$ cat src/deq_pkg.sv
`default_nettype none
// ----------------------------------------------------------------------------
// Double-ended queue package
// Shared sizes, codes and transfer types for the double-ended queue.
// ----------------------------------------------------------------------------
package deq_pkg;

    localparam int DEPTH        = 128;
    localparam int DATA_WIDTH   = 32;
    localparam int IDX_W        = $clog2(DEPTH);
    localparam int CNT_W        = $clog2(DEPTH + 1);
    localparam int CAP_W        = 8;
    localparam int OCC_W        = 8;
    localparam int CMP_W        = (CNT_W > CAP_W) ? CNT_W : CAP_W;
    localparam int CAP_RESET    = 128;

    localparam int GROUP        = 8;
    localparam int L1_GROUPS    = (DEPTH + GROUP - 1) / GROUP;
    localparam int L2_GROUPS    = (L1_GROUPS + GROUP - 1) / GROUP;
    localparam int TREE_LATENCY = 2;
    localparam int WAIT_W       = $clog2(TREE_LATENCY + 1);

    typedef logic signed [DATA_WIDTH-1:0] word_t;

    typedef enum logic [1:0] {
        ACT_PUSH_FRONT = 2'd0,
        ACT_PUSH_REAR  = 2'd1,
        ACT_POP_FRONT  = 2'd2,
        ACT_POP_REAR   = 2'd3
    } action_t;

    typedef enum logic [1:0] {
        ST_DONE  = 2'd0,
        ST_FULL  = 2'd1,
        ST_EMPTY = 2'd2
    } status_t;

    typedef struct packed {
        action_t            action;
        logic signed [31:0] push_value;
    } in_item_t;

    typedef struct packed {
        logic signed [31:0] pop_value;
        status_t            status;
        logic [OCC_W-1:0]   occupancy;
    } out_item_t;

    typedef struct packed {
        logic             shift_in_front;
        logic             shift_to_front;
        logic             write_rear;
        logic [CNT_W-1:0] count;
    } cell_ctrl_t;

endpackage
`default_nettype wire

$ cat src/deq_cell.sv
`default_nettype none
// ----------------------------------------------------------------------------
// Double-ended queue cell
// Holds one entry and takes its neighbour's word when the queue shifts.
// ----------------------------------------------------------------------------
module deq_cell (
    input  wire                      clk,
    input  deq_pkg::cell_ctrl_t      ctrl,
    input  wire [deq_pkg::IDX_W-1:0] index,
    input  deq_pkg::word_t           push_value,
    input  deq_pkg::word_t           left_word,
    input  deq_pkg::word_t           right_word,
    output deq_pkg::word_t           word,
    output deq_pkg::word_t           rear_word
);
    import deq_pkg::*;

    word_t            data_reg;
    word_t            data_next;
    logic [CNT_W-1:0] position;

    assign position = CNT_W'(index);

    always_comb
    begin
        data_next = data_reg;
        if (ctrl.shift_in_front)
        begin
            data_next = left_word;
        end
        else if (ctrl.shift_to_front)
        begin
            data_next = right_word;
        end
        else if (ctrl.write_rear && (ctrl.count == position))
        begin
            data_next = push_value;
        end
    end

    always_ff @(posedge clk)
    begin
        data_reg <= data_next;
    end

    assign word      = data_reg;
    assign rear_word = (ctrl.count == position + CNT_W'(1)) ? data_reg : '0;

endmodule
`default_nettype wire

$ cat config.mk
export PLATFORM = sky130hd
export DESIGN_NAME = deq_cell
export DESIGN_NICKNAME = d
export VERILOG_FILES = /design/src/deq_pkg.sv /design/src/deq_cell.sv
export SDC_FILE = /design/constraint.sdc
export NUM_CORES = 1
export LEC_CHECK = 0
export BUFFER_PORTS_ARGS = -buffer_cell sky130_fd_sc_hd__clkbuf_2
export CORE_ASPECT_RATIO = 1.1
export CORE_MARGIN = 5
export CORE_UTILIZATION = 42
export DETAILED_ROUTE_END_ITERATION = 8
export PLACE_DENSITY_LB_ADDON = 0.12
export SLEW_MARGIN = 20
export SYNTH_ARGS = -nofsm -noshare
export SYNTH_HDL_FRONTEND = slang
export SYNTH_SLANG_ARGS = --single-unit
$ cat constraint.sdc
create_clock -name clk -period 2.9 [get_ports clk]
set_clock_uncertainty 0.05 [all_clocks]
set_input_delay 0.435 -clock clk [delete_from_list [all_inputs] [get_ports clk]]
set_output_delay 0.435 -clock clk [all_outputs]
set_load 0.005 [all_outputs]
## After elaboration in Yosys (flattened, before gate mapping)

Cells that the tools add are included.

| storage, ports and cells | value |
|---|---|
| bits in latches | 0 |
| bits in registers | 32 |
| bits of input ports | 115 |
| word-level logic and storage cells | 10 |
| memory bits (writable) | 0 |
| output and inout bits | 64 |
| memory bits (read-only) | 0 |
| memories | 0 |

| operators by class | value |
|---|---|
| shift operators | 0 |
| bitwise operators | 0 |
| div/mod/pow operators | 0 |
| reductions and logical operators | 2 |
| $add $sub $neg | 1 |
| magnitude comparators | 0 |
| equality and inequality tests | 2 |
| muxes and demuxes | 4 |
| multipliers | 0 |

Operators by type and width:

| cell | number |
|---|---|
| $mux 32 | 4 |
| $add 7x1->8 const B | 1 |
| $eq 8x7->1 | 1 |
| $eq 8x8->1 | 1 |
| $reduce_bool 3->1 | 1 |
| $logic_and 1x1->1 | 1 |

## Longest topological paths before layout

| logic depth | value |
|---|---|
| depth after elaboration | 5 |
| mapped depth | 7 |
| depth with buffers taken out | 6 |

## Worst setup path before layout

Ideal clock, no wire load.

| timing | value |
|---|---|
| path type | input to output |
| from | input port index[0] (netlist bit) |
| to | output port rear_word[10] |
| slack | 0.592 ns |
| data arrival time | 1.823 ns |
| stages on the path | 7 |
| data required time | 2.415 ns |
| buffers on the path | 1 |
| path through | ha_1 > nand3_4 > or3_4 > a211oi_4 > buf_6 > nand3_2 > nor2_2 |

| between the ends | value |
|---|---|
| longest elaborated chain between the ends | 3 |

Ends and longest elaborated chain:

| element | line | RTL |
|---|---|---|
| start: declaration | deq_cell.sv:9 | `input wire [deq_pkg::IDX_W-1:0] index,` |
| $add 7x1->8 | deq_cell.sv:47 | `assign rear_word = (ctrl.count == position + CNT_W'(1)) ? data_reg : '0;` |
| $eq 8x8->1 | deq_cell.sv:47 |  |
| $mux 32 | deq_cell.sv:47 |  |
| end: declaration | deq_cell.sv:14 | `output deq_pkg::word_t rear_word` |

No other way between the ends.

## Worst setup path after layout

| timing | value |
|---|---|
| from | input port index[0] (netlist bit) |
| to | output port rear_word[26] |

Same word-level chain as after synthesis.

==> results.py <==
metrics = {
    "outcome": {
        "status": "completed",
    },
    "grt": {
        "grt_max_degree": 39,
        "grt.total_usage_pct": 18.1,
        "antenna_found_initial": 0,
        "first_global_vias": 2402,
        "grt_pass1_wl_mm": 11.3,
        "grt_overflow": 0,
    },
    "critical_path": {
        "critPathLaunch": "index[0]",
        "path_max_fanout": 32,
        "cp_common_cell": "clkbuf_2",
        "max_stage_delay_ns": 0.39,
        "worstPathCellList": "clkbuf_2, ha_1, nand3_4, or3_4, a211oi_4, buf_12, nand3_2, nor2_2, clkbuf_2",
        "worstPathArrival_ns": 2.18,
        "cp-end-kind": "primary output",
        "cpMaxStageDelayCell": "or3_4",
        "required_ns": 2.41,
        "start_kind": "input pin",
        "path_class": "in -> out",
    },
    "synthesis": {
        "synth_seq_cells": 32,
        "synth_flop_cell": "edfxtp_1",
        "ys_warn_count": 0,
        "synth_cell_types": 29,
        "async_flop_share_pct": 0,
        "yosys.area_share.adder_pct": 0.500,
        "ys_top_cells_by_area": "edfxtp_1, mux2i_1, nand3_2",
        "synth_top_family_by_area": "simple AND/OR/NAND/NOR gates",
        "synth_xor_area_share_pct": 3.15,
        "ys_seq_area_share_pct": 38.4,
        "synth_simple_gate_area_share_pct": 30.2,
        "syn_nets": 366,
        "ys_top_cells_by_count": "nand2_1, o21ai_0, edfxtp_1, mux2i_1, nand3_2",
        "syn_area_um2": 2500,
        "syn_avg_cell_area_um2": 10.0,
        "synthCells": 250,
        "synth_edf_count": 32,
        "post_synth_mux_area_share_pct": 12.8,
        "yosys.area.top_type": "edfxtp_1",
        "netlist.area_leader.share_pct": 38.4,
        "synth_most_common_cell": "nand2_1",
        "synth_compound_area_share_pct": 8.80,
    },
    "detailed_routing": {
        "drc": 0,
        "drtPass1Iterations": 4,
        "via_per_inst": 4.88,
        "wirelength_mm": 6.95,
        "drtIter0Drc": 37,
        "wire_per_inst_um": 13.9,
        "antenna_left": 0,
        "routed-via-count": 2439,
    },
    "placed_design": {
        "placed_area_um2": 3460,
        "placed_cells": 492,
        "port_buffers": 178,
        "dp_hpwl_mm": 5.61,
        "gp_congestion": 0.807,
    },
    "pwr": {
        "pwr_density_cell_nw_per_um2": 364,
        "ir_worst_vdd_mv": 0.211,
        "p_leak_uw": 0.00161,
    },
    "cells_and_area": {
        "layout-drive-gt1-share_pct": 60.8,
        "stdcell_area_um2": 3540,
        "largest_reg_flops": 32,
        "fin_cells": 500,
        "layout.nets": 538,
        "antenna_cells": 0,
        "syn_to_final_growth_pct": 41.4,
    },
    "clock_tree": {
        "hold_buffers": 0,
        "cts_sinks": 32,
        "htree_levels": 2,
        "clk_pin_slew_ns": 0.06,
        "cts_resized": 0,
        "cts_max_path_buffers": 2,
        "cts_root_buf": "clkbuf_8",
        "post_cts_buffers": 0,
        "cts_made_buffers": 5,
        "cts_tree": "built",
    },
    "min_path": {
        "hold_class": "in -> reg",
        "hp-start": "left_word[4]",
    },
    "sta": {
        "slew_viol_final": 0,
        "setup_viol": 0,
        "layout_min_cycle_time_ns": 2.66,
        "slew-limit-headroom_pct": 60.7,
        "fmax_mhz": 375,
        "tightest_slew_ns": 0.589,
        "rsz0062_at_grt": "false",
        "min_period_over_period_pct": 91.9,
        "hold_viol_final": 0,
        "fin_tns_setup_ns": 0,
    },
    "floorplan": {
        "die_h_um": 91.0,
        "rows": 29,
        "dieArea_um2": 7610,
        "io_pins": 179,
        "start_util_pct": 43.4,
        "coreArea_um2": 5770,
        "die_w_um": 83.6,
    },
    "flow_run": {
        "cap_violations": 0,
    },
}
metrics by stage:
| stage | worst slack (ns) | hold slack [ns] | total power [µW] | utilization [%] |
|---|---|---|---|---|
| 2_1_floorplan | 0.592 | 0.572 | 815 | - |
| 3_3_place_gp | 0.247 | 0.662 | 984 | 60.0 |
| 5_1_grt | 0.0985 | 0.381 | 1380 | 61.4 |
| 4_1_cts | 0.213 | 0.377 | 1310 | 61.4 |
| 3_5_place_dp | 0.214 | 0.670 | 991 | 60.0 |
| 6_report | 0.235 | 0.386 | 1290 | 61.4 |
placed cells by master (no fill, tap or decap):
cell        n
clkbuf_8    5
o21ai_1     1
or3_4       1
nand4b_1    1
nand2_1    36
inv_1       1
xnor2_1     5
nand3_2    31
ha_1        1
a31oi_4     1
nor2_2     30
clkinv_1    1
nand3_1     3
or3_1       1
xor2_1      4
nand2b_1    2
o21ai_0    34
buf_12      3
nand3_4     1
edfxtp_1   32
or4_1       2
nor2_1      4
mux2i_1    32
buf_4       4
nor3_1      2
clkbuf_2  178
a211oi_4    1
clkbuf_1    2
o22ai_4     1
nand4_1     2
o211ai_2    1
final timing paths:
kind,cells after the start,slack [ns],endpoint
max,9,0.24,rear_word[26]
min,3,0.39,word[4]
cells by family (layout without fill, tap and decap cells):
family / count (synthesis) / count (layout)
AOI/OAI and AO/OA: 39 / 39
xor gates and xnor gates: 9 / 9
and+or+nand+nor: 116 / 116
buffers and inverters: 21 / 194
adders and majority gates: 1 / 1
muxes: 32 / 32
DFF: 32 / 32
worst max-delay path: cells and delay by family:
| family | cells | cell delay, ns |
|---|---|---|
| buf+inv | 3 | 0.51 |
| fa+ha+maj | 1 | 0.23 |
| simple gates | 4 | 0.70 |
| compound gates | 1 | 0.28 |
layout make-up:
type	count	area, µm²
Clock buffer	7	76.3
Inverter	1	3.75
Sequential cell	32	961
Timing Repair Buffer	185	981
Tap cell	77	96.3
Fill cell	532	2230
Clock inverter	1	3.75
Multi-Input combinational cell	197	1420
routing by layer:
metal	routed length (µm)	vias up	GRT usage, %
met1	2500	1079	20.7
met5	0	-	0
met2	3580	116	31.3
met3	719	12	6.15
li1	-	1232	-
met4	155	0	7.10
power by group:
part | internal (µW) | leakage, µW | switching [µW] | total [µW]
registers | 577 | 0.000330 | 35.5 | 612
clock network | 167 | 0.0000399 | 146 | 312
logic | 167 | 0.00124 | 196 | 363
total | 910 | 0.00161 | 377 | 1290
(Power assumes the default switching activity.)
